$ cat src/mtep_pkg.sv
`timescale 1ns / 1ps
package mtep_pkg;

    typedef enum logic [2:0] {
        PH_DELTA  = 3'd0,
        PH_STATUS = 3'd1,
        PH_META   = 3'd2,
        PH_LENGTH = 3'd3,
        PH_ARGS   = 3'd4
    } t_phase;

    typedef enum logic [1:0] {
        K_HEADER = 2'd0,
        K_ARG    = 2'd1,
        K_DONE   = 2'd2,
        K_ERROR  = 2'd3
    } t_kind;

    localparam logic [2:0] E_NONE    = 3'd0;
    localparam logic [2:0] E_DELTA   = 3'd1;
    localparam logic [2:0] E_META    = 3'd2;
    localparam logic [2:0] E_LENGTH  = 3'd3;
    localparam logic [2:0] E_ORPHAN  = 3'd4;
    localparam logic [2:0] E_OVERRUN = 3'd5;

    localparam logic [7:0] ST_META  = 8'hFF;
    localparam logic [7:0] ST_SYSEX = 8'hF0;
    localparam logic [7:0] ST_ESC   = 8'hF7;

    // one result item
    typedef struct packed {
        logic [1:0]  kind;
        logic [63:0] event_time;
        logic [7:0]  status;
        logic [7:0]  meta_type;
        logic [31:0] arg_count;
        logic [31:0] arg_index;
        logic [7:0]  arg_byte;
        logic [2:0]  error_code;
        logic        last_of_item;
    } t_result;

    // classified request from front to back: up to three results
    typedef struct packed {
        logic [1:0] n;       // number of results, 0..3
        t_result    r0;
        t_result    r1;
        t_result    r2;
    } t_bundle;

endpackage

$ cat src/mtep_if.sv
`timescale 1ns / 1ps
interface mtep_in_if;
    logic       valid;
    logic       ready;
    logic [7:0] data_byte;
    logic       track_start;
    modport source (output valid, data_byte, track_start, input ready);
    modport sink (input valid, data_byte, track_start, output ready);
endinterface

interface mtep_out_if;
    logic        valid;
    logic        ready;
    logic [1:0]  kind;
    logic [63:0] event_time;
    logic [7:0]  status;
    logic [7:0]  meta_type;
    logic [31:0] arg_count;
    logic [31:0] arg_index;
    logic [7:0]  arg_byte;
    logic [2:0]  error_code;
    logic        last_of_item;
    modport source (output valid, kind, event_time, status, meta_type, arg_count,
        arg_index, arg_byte, error_code, last_of_item, input ready);
    modport sink (input valid, kind, event_time, status, meta_type, arg_count,
        arg_index, arg_byte, error_code, last_of_item, output ready);
endinterface

$ cat src/mtep_front.sv
`timescale 1ns / 1ps
module mtep_front
    import mtep_pkg::*;
(
    input  logic        i_clk,
    input  logic        i_rst_n,
    input  logic        i_take,
    input  logic [7:0]  i_byte,
    input  logic        i_start,
    input  logic [31:0] i_len,
    output t_bundle     o_bundle
);

    t_phase      r_phase, n_phase;
    logic [31:0] r_pos, n_pos;
    logic [31:0] r_acc, n_acc;
    logic [31:0] r_pend, n_pend;
    logic [63:0] r_time, n_time;
    logic [7:0]  r_cur, n_cur;
    logic [7:0]  r_meta, n_meta;
    logic [31:0] r_rem, n_rem;
    logic [31:0] r_argc, n_argc;
    logic [7:0]  r_prev, n_prev;
    logic [1:0]  r_pargs, n_pargs;
    logic        r_have, n_have;
    logic        r_stop, n_stop;
    logic [31:0] r_evc, n_evc;

    // working copies after optional track start clear
    t_phase      c_phase;
    logic [31:0] c_pos, c_acc, c_pend, c_rem, c_argc, c_evc;
    logic [63:0] c_time;
    logic [7:0]  c_cur, c_meta, c_prev;
    logic [1:0]  c_pargs;
    logic        c_have, c_stop;

    logic [32:0] np;
    logic [33:0] np2;
    logic [31:0] acc7;
    logic [1:0]  k;
    logic [32:0] np_k;
    logic [33:0] np_acc;
    logic [1:0]  cnt;
    t_result     res [3];

    function automatic t_result mk(input t_kind kd, input logic [63:0] t,
        input logic [7:0] st, input logic [7:0] mt, input logic [31:0] c,
        input logic [31:0] ix, input logic [7:0] b, input logic [2:0] e);
        t_result x;
        x.kind = kd; x.event_time = t; x.status = st; x.meta_type = mt;
        x.arg_count = c; x.arg_index = ix; x.arg_byte = b; x.error_code = e;
        x.last_of_item = 1'b0;
        return x;
    endfunction

    // parser step
    always_comb begin
        c_phase = r_phase; c_pos = r_pos; c_acc = r_acc; c_pend = r_pend;
        c_time = r_time; c_cur = r_cur; c_meta = r_meta; c_rem = r_rem;
        c_argc = r_argc; c_prev = r_prev; c_pargs = r_pargs; c_have = r_have;
        c_stop = r_stop; c_evc = r_evc;
        if (i_start) begin
            c_phase = PH_DELTA; c_pos = '0; c_acc = '0; c_pend = '0; c_time = '0;
            c_cur = '0; c_meta = '0; c_rem = '0; c_argc = '0; c_prev = '0;
            c_pargs = '0; c_have = 1'b0; c_stop = 1'b0; c_evc = '0;
        end
        n_phase = c_phase; n_pos = c_pos; n_acc = c_acc; n_pend = c_pend;
        n_time = c_time; n_cur = c_cur; n_meta = c_meta; n_rem = c_rem;
        n_argc = c_argc; n_prev = c_prev; n_pargs = c_pargs; n_have = c_have;
        n_stop = c_stop; n_evc = c_evc;
        cnt = 2'd0;
        res[0] = '0; res[1] = '0; res[2] = '0;
        np = {1'b0, c_pos} + 33'd1;
        np2 = {1'b0, np} + 34'd2;
        acc7 = {c_acc[24:0], i_byte[6:0]};
        k = 2'd2;
        np_k = '0;
        np_acc = {1'b0, np} + {2'b0, acc7};
        if (!c_stop) begin
            if (c_pos >= i_len) begin
                n_stop = 1'b1; cnt = 2'd1;
                if (c_phase == PH_DELTA && c_argc == '0)
                    res[0] = mk(K_DONE, c_time, '0, '0, '0, '0, '0, E_NONE);
                else if (c_phase == PH_DELTA || c_phase == PH_STATUS)
                    res[0] = mk(K_ERROR, c_time, '0, '0, '0, '0, '0, E_DELTA);
                else if (c_phase == PH_META)
                    res[0] = mk(K_ERROR, c_time, '0, '0, '0, '0, '0, E_META);
                else if (c_phase == PH_LENGTH)
                    res[0] = mk(K_ERROR, c_time, '0, '0, '0, '0, '0, E_LENGTH);
                else
                    res[0] = mk(K_ERROR, c_time, '0, '0, '0, '0, '0, E_OVERRUN);
            end else begin
                n_pos = np[31:0];
                case (c_phase)
                    PH_DELTA: begin
                        n_acc = acc7;
                        if (i_byte[7]) begin
                            if (np >= {1'b0, i_len}) begin
                                n_stop = 1'b1; cnt = 2'd1;
                                res[0] = mk(K_ERROR, c_time, '0, '0, '0, '0, '0, E_DELTA);
                            end else n_argc = c_argc + 32'd1;
                        end else if (np2 > {2'b0, i_len}) begin
                            n_stop = 1'b1; cnt = 2'd1;
                            res[0] = mk(K_ERROR, c_time, '0, '0, '0, '0, '0, E_DELTA);
                        end else begin
                            n_pend = acc7; n_acc = '0; n_argc = '0; n_phase = PH_STATUS;
                        end
                    end
                    PH_STATUS: begin
                        n_meta = '0; n_argc = '0; n_acc = '0;
                        if (i_byte == ST_META) begin
                            if (np2 > {2'b0, i_len}) begin
                                n_stop = 1'b1; cnt = 2'd1;
                                res[0] = mk(K_ERROR, c_time, '0, '0, '0, '0, '0, E_META);
                            end else begin
                                n_cur = i_byte; n_phase = PH_META;
                            end
                        end else if (i_byte == ST_SYSEX || i_byte == ST_ESC) begin
                            n_cur = i_byte; n_phase = PH_LENGTH;
                        end else if (i_byte[7]) begin
                            k = (i_byte[7:4] inside {4'hC, 4'hD}) ? 2'd1 : 2'd2;
                            np_k = np + {31'b0, k};
                            if (np_k > {1'b0, i_len}) begin
                                n_stop = 1'b1; cnt = 2'd1;
                                res[0] = mk(K_ERROR, c_time, '0, '0, '0, '0, '0, E_OVERRUN);
                            end else begin
                                n_cur = i_byte; n_evc = {30'b0, k}; n_rem = {30'b0, k};
                                n_time = c_time + {32'b0, c_pend}; cnt = 2'd1;
                                res[0] = mk(K_HEADER, n_time, i_byte, '0, {30'b0, k},
                                    '0, '0, E_NONE);
                                n_phase = PH_ARGS;
                            end
                        end else if (!c_have || c_prev == ST_SYSEX || c_prev == ST_ESC ||
                                     c_prev == ST_META) begin
                            n_stop = 1'b1; cnt = 2'd1;
                            res[0] = mk(K_ERROR, c_time, '0, '0, '0, '0, '0, E_ORPHAN);
                        end else begin
                            k = (c_pargs != 2'd0) ? c_pargs - 2'd1 : 2'd0;
                            np_k = np + {31'b0, k};
                            if (np_k > {1'b0, i_len}) begin
                                n_stop = 1'b1; cnt = 2'd1;
                                res[0] = mk(K_ERROR, c_time, '0, '0, '0, '0, '0, E_OVERRUN);
                            end else begin
                                n_cur = c_prev; n_evc = {30'b0, k} + 32'd1;
                                n_time = c_time + {32'b0, c_pend};
                                res[0] = mk(K_HEADER, n_time, c_prev, '0, n_evc, '0, '0,
                                    E_NONE);
                                res[1] = mk(K_ARG, n_time, c_prev, '0, n_evc, '0, i_byte,
                                    E_NONE);
                                cnt = 2'd2;
                                n_argc = 32'd1; n_rem = {30'b0, k};
                                if (k == 2'd0) begin
                                    n_prev = c_prev; n_have = 1'b1;
                                    n_pargs = n_evc[1:0];
                                    n_phase = PH_DELTA; n_acc = '0; n_argc = '0;
                                    if (np >= {1'b0, i_len}) begin
                                        res[2] = mk(K_DONE, n_time, '0, '0, '0, '0, '0,
                                            E_NONE);
                                        cnt = 2'd3; n_stop = 1'b1;
                                    end
                                end else n_phase = PH_ARGS;
                            end
                        end
                    end
                    PH_META: begin
                        n_meta = i_byte; n_acc = '0; n_phase = PH_LENGTH;
                    end
                    PH_LENGTH: begin
                        n_acc = acc7;
                        if (i_byte[7]) begin
                            if (np >= {1'b0, i_len}) begin
                                n_stop = 1'b1; cnt = 2'd1;
                                res[0] = mk(K_ERROR, c_time, '0, '0, '0, '0, '0, E_LENGTH);
                            end
                        end else if (np_acc > {2'b0, i_len}) begin
                            n_stop = 1'b1; cnt = 2'd1;
                            res[0] = mk(K_ERROR, c_time, '0, '0, '0, '0, '0, E_OVERRUN);
                        end else begin
                            n_evc = acc7; n_rem = acc7; n_argc = '0;
                            n_time = c_time + {32'b0, c_pend}; cnt = 2'd1;
                            res[0] = mk(K_HEADER, n_time, c_cur, c_meta, acc7, '0, '0,
                                E_NONE);
                            if (acc7 == '0) begin
                                n_prev = c_cur; n_have = 1'b1;
                                n_phase = PH_DELTA; n_acc = '0;
                                if (np >= {1'b0, i_len}) begin
                                    res[1] = mk(K_DONE, n_time, '0, '0, '0, '0, '0, E_NONE);
                                    cnt = 2'd2; n_stop = 1'b1;
                                end
                            end else n_phase = PH_ARGS;
                        end
                    end
                    default: begin
                        cnt = 2'd1;
                        res[0] = mk(K_ARG, c_time, c_cur, c_meta, c_evc, c_argc, i_byte,
                            E_NONE);
                        n_argc = c_argc + 32'd1;
                        n_rem = c_rem - 32'd1;
                        if (n_rem == '0) begin
                            n_prev = c_cur; n_have = 1'b1;
                            if (c_cur != ST_SYSEX && c_cur != ST_ESC && c_cur != ST_META)
                                n_pargs = c_evc[1:0];
                            n_phase = PH_DELTA; n_acc = '0; n_argc = '0;
                            if (np >= {1'b0, i_len}) begin
                                res[1] = mk(K_DONE, c_time, '0, '0, '0, '0, '0, E_NONE);
                                cnt = 2'd2; n_stop = 1'b1;
                            end
                        end
                    end
                endcase
            end
        end
        case (cnt)
            2'd1: res[0].last_of_item = 1'b1;
            2'd2: res[1].last_of_item = 1'b1;
            2'd3: res[2].last_of_item = 1'b1;
            default: ;
        endcase
        o_bundle.n = cnt;
        o_bundle.r0 = res[0];
        o_bundle.r1 = res[1];
        o_bundle.r2 = res[2];
    end

    // parser state
    always_ff @(posedge i_clk) begin
        if (!i_rst_n) begin
            r_phase <= PH_DELTA; r_pos <= '0; r_acc <= '0; r_pend <= '0;
            r_time <= '0; r_cur <= '0; r_meta <= '0; r_rem <= '0; r_argc <= '0;
            r_prev <= '0; r_pargs <= '0; r_have <= 1'b0; r_stop <= 1'b0;
            r_evc <= '0;
        end else if (i_take) begin
            r_phase <= n_phase; r_pos <= n_pos; r_acc <= n_acc; r_pend <= n_pend;
            r_time <= n_time; r_cur <= n_cur; r_meta <= n_meta; r_rem <= n_rem;
            r_argc <= n_argc; r_prev <= n_prev; r_pargs <= n_pargs;
            r_have <= n_have; r_stop <= n_stop; r_evc <= n_evc;
        end
    end

endmodule

$ cat src/mtep_back.sv
`timescale 1ns / 1ps
module mtep_back
    import mtep_pkg::*;
(
    input  logic    i_clk,
    input  logic    i_rst_n,
    input  logic    i_push,
    input  t_bundle i_bundle,
    output logic    o_ready,
    mtep_out_if.source o_out
);

    // two-entry bundle queue
    t_bundle    r_q [2];
    logic       r_wp, r_rp;
    logic [1:0] r_cnt;
    logic [1:0] r_sub;
    t_bundle    head;
    t_result    cur;
    logic       pop;

    assign head = r_q[r_rp];
    always_comb begin
        case (r_sub)
            2'd0: cur = head.r0;
            2'd1: cur = head.r1;
            default: cur = head.r2;
        endcase
    end

    assign o_ready = (r_cnt != 2'd2);
    assign o_out.valid = (r_cnt != 2'd0);
    assign o_out.kind = cur.kind;
    assign o_out.event_time = cur.event_time;
    assign o_out.status = cur.status;
    assign o_out.meta_type = cur.meta_type;
    assign o_out.arg_count = cur.arg_count;
    assign o_out.arg_index = cur.arg_index;
    assign o_out.arg_byte = cur.arg_byte;
    assign o_out.error_code = cur.error_code;
    assign o_out.last_of_item = cur.last_of_item;

    logic take_out;
    logic do_push;
    assign take_out = o_out.valid && o_out.ready;
    assign pop = take_out && (r_sub + 2'd1 == head.n);
    assign do_push = i_push && (i_bundle.n != 2'd0);

    always_ff @(posedge i_clk) begin
        if (do_push) r_q[r_wp] <= i_bundle;
    end

    // queue control
    always_ff @(posedge i_clk) begin
        if (!i_rst_n) begin
            r_wp <= 1'b0; r_rp <= 1'b0; r_cnt <= '0; r_sub <= '0;
        end else begin
            if (do_push) r_wp <= ~r_wp;
            if (pop) begin
                r_rp <= ~r_rp; r_sub <= '0;
            end else if (take_out) r_sub <= r_sub + 2'd1;
            r_cnt <= r_cnt + {1'b0, do_push} - {1'b0, pop};
        end
    end

    a_no_overflow: assert property (@(posedge i_clk) disable iff (!i_rst_n)
        do_push |-> (r_cnt != 2'd2) || pop) else $error("queue overflow");
    a_sub_range: assert property (@(posedge i_clk) disable iff (!i_rst_n)
        (r_cnt != 2'd0) |-> (r_sub < head.n)) else $error("sub index past bundle");
    a_last_on_pop: assert property (@(posedge i_clk) disable iff (!i_rst_n)
        pop |-> cur.last_of_item) else $error("pop without last mark");

endmodule

$ cat src/midi_track_event_parser.sv
`timescale 1ns / 1ps
// channel   dir  handshake          payload
// in        in   valid/ready        data_byte, track_start
// out       out  valid/ready        kind, event_time, status, meta_type, arg_count,
//                                   arg_index, arg_byte, error_code, last_of_item
// cfg       in   i_cfg_we           i_cfg_data = track_length
//
// one byte a cycle: the front decodes a byte in the cycle it is taken and queues
// its 0..3 results; the back sends one result a cycle from a two-deep queue.
// rate is set by the output port: a byte's entry pops once its n results are out.
// synchronous active-low reset clears parser state, queue and track length.
// input stalls only when the queue is full, so output stalls reach the parser
// only through a full queue.
module midi_track_event_parser
    import mtep_pkg::*;
(
    input  logic        i_clk,
    input  logic        i_rst_n,
    input  logic        i_cfg_we,
    input  logic [31:0] i_cfg_data,
    mtep_in_if.sink     i_in,
    mtep_out_if.source  o_out
);

    logic [31:0] r_len;
    t_bundle     bundle;
    logic        q_ready;
    logic        take;

    // track length register
    always_ff @(posedge i_clk) begin
        if (!i_rst_n) r_len <= '0;
        else if (i_cfg_we) r_len <= i_cfg_data;
    end

    assign i_in.ready = q_ready;
    assign take = i_in.valid && q_ready;

    mtep_front u_front (
        .i_clk    (i_clk),
        .i_rst_n  (i_rst_n),
        .i_take   (take),
        .i_byte   (i_in.data_byte),
        .i_start  (i_in.track_start),
        .i_len    (r_len),
        .o_bundle (bundle)
    );

    mtep_back u_back (
        .i_clk    (i_clk),
        .i_rst_n  (i_rst_n),
        .i_push   (take),
        .i_bundle (bundle),
        .o_ready  (q_ready),
        .o_out    (o_out)
    );

endmodule

$ cat src/flat_wrapper.sv
// flat-port wrapper written by rule: the top's interface ports become plain ports
module midi_track_event_parser_flat import mtep_pkg::*;
  (i_clk, i_rst_n, i_cfg_we, i_cfg_data, i_in_valid, i_in_data_byte, i_in_track_start, i_in_ready, o_out_valid, o_out_kind, o_out_event_time, o_out_status, o_out_meta_type, o_out_arg_count, o_out_arg_index, o_out_arg_byte, o_out_error_code, o_out_last_of_item, o_out_ready);
  mtep_in_if i_in_i ();
  mtep_out_if o_out_i ();
  input  logic i_clk;
  input  logic i_rst_n;
  input  logic i_cfg_we;
  input  logic [31:0] i_cfg_data;
  input wire logic [$bits(i_in_i.valid)-1:0] i_in_valid;
  input wire logic [$bits(i_in_i.data_byte)-1:0] i_in_data_byte;
  input wire logic [$bits(i_in_i.track_start)-1:0] i_in_track_start;
  output wire logic [$bits(i_in_i.ready)-1:0] i_in_ready;
  output wire logic [$bits(o_out_i.valid)-1:0] o_out_valid;
  output wire logic [$bits(o_out_i.kind)-1:0] o_out_kind;
  output wire logic [$bits(o_out_i.event_time)-1:0] o_out_event_time;
  output wire logic [$bits(o_out_i.status)-1:0] o_out_status;
  output wire logic [$bits(o_out_i.meta_type)-1:0] o_out_meta_type;
  output wire logic [$bits(o_out_i.arg_count)-1:0] o_out_arg_count;
  output wire logic [$bits(o_out_i.arg_index)-1:0] o_out_arg_index;
  output wire logic [$bits(o_out_i.arg_byte)-1:0] o_out_arg_byte;
  output wire logic [$bits(o_out_i.error_code)-1:0] o_out_error_code;
  output wire logic [$bits(o_out_i.last_of_item)-1:0] o_out_last_of_item;
  input wire logic [$bits(o_out_i.ready)-1:0] o_out_ready;
  assign i_in_i.valid = i_in_valid;
  assign i_in_i.data_byte = i_in_data_byte;
  assign i_in_i.track_start = i_in_track_start;
  assign i_in_ready = i_in_i.ready;
  assign o_out_valid = o_out_i.valid;
  assign o_out_kind = o_out_i.kind;
  assign o_out_event_time = o_out_i.event_time;
  assign o_out_status = o_out_i.status;
  assign o_out_meta_type = o_out_i.meta_type;
  assign o_out_arg_count = o_out_i.arg_count;
  assign o_out_arg_index = o_out_i.arg_index;
  assign o_out_arg_byte = o_out_i.arg_byte;
  assign o_out_error_code = o_out_i.error_code;
  assign o_out_last_of_item = o_out_i.last_of_item;
  assign o_out_i.ready = o_out_ready;
  midi_track_event_parser u_core (.i_clk(i_clk), .i_rst_n(i_rst_n), .i_cfg_we(i_cfg_we), .i_cfg_data(i_cfg_data), .i_in(i_in_i), .o_out(o_out_i));
endmodule
$ cat config.mk
export PLATFORM = sky130hd
export DESIGN_NAME = midi_track_event_parser_flat
export DESIGN_NICKNAME = d
export VERILOG_FILES = /design/src/mtep_pkg.sv /design/src/mtep_if.sv /design/src/mtep_front.sv /design/src/mtep_back.sv /design/src/midi_track_event_parser.sv /design/src/flat_wrapper.sv
export SDC_FILE = /design/constraint.sdc
export NUM_CORES = 2
export LEC_CHECK = 0
export ABC_AREA = 1
export BUFFER_PORTS_ARGS = -buffer_cell sky130_fd_sc_hd__buf_4
export CAP_MARGIN = 10
export CORE_MARGIN = 8
export CORE_UTILIZATION = 35
export CTS_BUF_LIST = sky130_fd_sc_hd__clkbuf_8
export CTS_CLUSTER_DIAMETER = 200
export DETAILED_ROUTE_END_ITERATION = 8
export PLACE_DENSITY = 0.5
export SLEW_MARGIN = 20
export SYNTH_ARGS = -nofsm -noshare
export SYNTH_HDL_FRONTEND = slang
export SYNTH_HIERARCHICAL = 1
export SYNTH_SLANG_ARGS = --single-unit
$ cat constraint.sdc
create_clock -name i_clk -period 30.6 [get_ports i_clk]
set_input_delay 6.12 -clock i_clk [delete_from_list [all_inputs] [get_ports i_clk]]
set_output_delay 6.12 -clock i_clk [all_outputs]
set_load 0.01 [all_outputs]
==> results list <==
- Clock transition time at the flip-flop clock pins of the worst setup and hold paths: 50 ps
- The slowest stage of the critical path is the buf_4 cell.
* Worst Setup SP: i_in_track_start
* Finished layout cell area: 86500 sq um
- Critical path fanouts, max: 74
- Synthesis instantiated 65 different standard cells from the library.
* Starting Density: 35.1%
- The tightest hold path in the finished design has a slack of 465 ps.
- Setup repair after global routing left no endpoint under its margin.
- In this run the critical register-to-register path is captured at u_core/u_back/r_q[1][217].
- The tool flagged a number of max-cap violations equal to 0.
* Post-CTS Setup Inserts: 0
* Minimum period implied by the final worst setup slack: 16400 ps
* Mapped cell area: 78900 sq um
* Insertion delay of the later-clocked pin in the worst-skew pair: 1070 ps
* Placed wire-length estimate after detailed placement: 201000 um
- The number of global-route vias before repair was 68.1k.
- In this run the remaining antenna-violating nets after routing total 0.
- The final layout contains routed wiring with a total length of 303000 um.
- Total power divided by cell area: 71.2 nW/um^2
- Fraction of registers with async set or reset after synthesis: 0%
- In this run the mean area of a mapped cell was 7.92 sq um.
* Number of buffers added on ports: 205
* Share of cells above drive strength 1: 7.59%
* Req. time, crit path: 31200 ps
- The longest clock path from root to sink contains 3 buffers.
- Gate count after technology mapping: 9959
- CTS built an H-tree with a depth of 4.
- Maximum vdd ir drop: 0.0511 mV
* Net count reported at finish: 10.2k
* Worst Setup Slack post-DPL: 13280 ps
* Cell accounting for the most synthesized area: edfxtp_1
* Crit-path most repeated cell: nand2_1
- Critical Path Sink: u_core/u_back/r_q[1][217]
* Number of synthesized register bits: 1271
- TritonCTS built the clock tree.
- Delay of the slowest cell on the worst path: 860 ps
* Per-cell routed wire length: 23.1 um
* Die boundary height: 491 um
- Hold repair after CTS inserted 0 buffers.
- The analysis attributes to cell leakage a power of 35.3 nW.
* Post-cts sizing count: 0
- Maximum number of pins on one net before global-route repair: 172
* Placer congestion estimate: 0.947
- Overall power consumption after layout is estimated at 6.16 mW.
* First-iteration detailed-routing DRC count: 7835
- Most common cell in the synthesized netlist: nand2_1
- Setup slack on the critical path of the routed design comes to 14200 ps.
- Commonest cells in the netlist: 1963 x nand2_1, 1158 x nor2_1, 1132 x o21ai_0, 952 x edfxtp_1, 890 x inv_1
- The worst setup path is captured at a flop.
- Summing all placed instances gives a cell area of 81900 sq um.
- Via count normalized by instance count: 5.52
* Placeable core region: 224000 sq um
- Counting cells, the worst reg-to-reg path comes to 39.
* Final hold viol count: 0
* Root buffer cell: clkbuf_8
- Summed over all layers, the global routing overflow is 0.
- Number of enable-type register cells in the synthesized netlist: 952
- DR vias: 72.3k
- Final number of max-transition violations: 0
- The worst pin sits at a relative slew slack of 19.5%.
- The worst hold path belongs to the class reg -> reg.
- Number of iterations in the first detailed-routing pass: 9
- Between clock sinks in the finished design, the worst skew comes to 110 ps.
* Worst setup path category: in -> reg
- Area growth from synthesis to layout: 9.67%
- Number of synthesis warnings: 6
- Prevailing post-synth register cell: edfxtp_1
- Data arrival time at the worst-slack endpoint: 17010 ps
* Total GRT Usage: 23.9%
* Largest cells by area after synthesis: edfxtp_1 36%, nand2_1 9.3%, dfxtp_1 8.1%
- Setup violations remaining at the end of the flow were counted as 0.
- Tightest Pin Transition: 1210 ps
- Worst reg2reg path startpoint: u_core/u_front/r_pos[7]
* Antenna violations before repair: 15
* Type of element launching the critical path: primary input
* Final Cycle Share: 53.6%
- Based on the critical path, the design can be clocked at up to 61.0 MHz.
* Overall die area: 241000 sq um
- Floorplan die width: 491 um
- The setup check on the worst reg-to-reg path leaves a slack of 19780 ps.
* Fraction of post-synthesis cell area in the top cell type by area: 36.2%
- DRC errors left: 0
- The number of clock buffers added by TritonCTS is 228.
- Sequential-to-total area share from yosys stat: 44.3%
* Number of rows in the core area: 174
* Outcome: finished, final reports clean
- In this run the count of I/O pins placed on the die edge is 206.
* Clock sink count: 1271
- Wire length of the first global-routing pass: 447000 um
[layout make-up]
cell class,instances,area (sq um)
Tap cell,2992,3740
Clock inverter,176,1100
Sequential cell,1271,35000
Inverter,936,3560
Antenna cell,6,15.0
Timing Repair Buffer,307,2400
Fill cell,23200,138000
Clock buffer,250,3440
Multi-Input combinational cell,7172,37300
[critical path: cells and delay by family]
kind	cells	cell delay, ps
adders and majority gates	2	740
and+or+nand+nor	23	3720
xor gates and xnor gates	1	130
buffers and inverters	12	4460
AOI/OAI and AO/OA	6	1540
[flip-flops by register name (all words and copies together), names as in the netlist, named ones only]
register	flops
u_core/u_front/r_have	1
u_core/u_back/r_q	952
u_core/r_len	32
u_core/u_front/r_acc	25
u_core/u_front/r_time	64
u_core/u_front/r_evc	32
u_core/u_front/r_meta	8
u_core/u_back/r_cnt	2
u_core/u_front/r_argc	32
u_core/u_front/r_prev	8
u_core/u_front/r_pargs	2
u_core/u_front/r_rem	32
u_core/u_front/r_phase	3
u_core/u_back/r_rp	1
u_core/u_front/r_stop	1
u_core/u_back/r_sub	2
u_core/u_front/r_pend	32
u_core/u_back/r_wp	1
u_core/u_front/r_cur	8
u_core/u_front/r_pos	32
[through the flow]
stage / instances / util [%] / setup TNS, ps
after floorplan: 10100 / - / -2091110
final: 13100 / 38.5 / 0
after global routing: 13100 / 38.5 / 0
after global placement: 12700 / 36.5 / 0
after detailed placement: 12700 / 36.5 / 0
after CTS: 13100 / 38.5 / 0
[how the worst min path moves through the flow]
stage,depth (start not counted),endpoint,slack [ps],start
floorplan,2,u_core/u_front/r_argc[0],450,u_core/u_front/r_argc[0]
CTS,2,u_core/u_front/r_argc[17],460,u_core/u_front/r_argc[17]
global route,2,u_core/u_front/r_rem[30],480,u_core/u_front/r_rem[30]
detailed placement,2,u_core/u_front/r_argc[17],460,u_core/u_front/r_argc[17]
global placement,2,u_core/u_front/r_pend[23],450,u_core/u_front/r_pend[23]
finish,2,u_core/u_front/r_argc[22],470,u_core/u_front/r_argc[22]
[layout by cell type (no fill, tap or decap), types with 40 or more instances in the layout]
master	instances
nand3_1	403
nor3_1	66
inv_1	970
nand4_1	93
ha_1	266
a211oi_2	40
a21oi_1	860
edfxtp_1	952
o221ai_1	160
conb_1	166
clkinv_1	62
nand2_1	1957
o21ai_0	1132
dfxtp_1	318
nor2_1	1148
xor2_1	192
buf_4	298
a31oi_1	41
clkbuf_8	250
o211ai_1	132
o21a_1	176
[report_power, final]
group | internal, mW | switching (mW) | total (mW)
Sequential | 2.17 | 0.0886 | 2.26
Clock | 0.827 | 0.765 | 1.59
Combinational | 0.672 | 1.64 | 2.31
Total | 3.67 | 2.49 | 6.16
[cell families (layout without fill, tap and decap cells)]
group | Yosys count | in the layout | synth area share, %
AOI/OAI and AO/OA | 2720 | 2720 | 19.9
other | 1 | 172 | 0.00475
buffers and inverters | 1681 | 1669 | 9.38
DFF | 1271 | 1271 | 44.3
and+or+nand+nor | 3800 | 3800 | 19.6
adders and majority gates | 272 | 272 | 4.35
xor gates and xnor gates | 214 | 214 | 2.39
[routing by layer]
layer  track usage, %  vias to the layer above  share of wire (%)
met2             35.7                     3271                 42
met3             4.08                      611                8.2
met5                0                        -             0.0089
li1                 -                    33700                  -
met4             8.65                        4                3.6
met1             34.7                    34700                 46
Note: power is estimated with default switching activity, not from simulation.
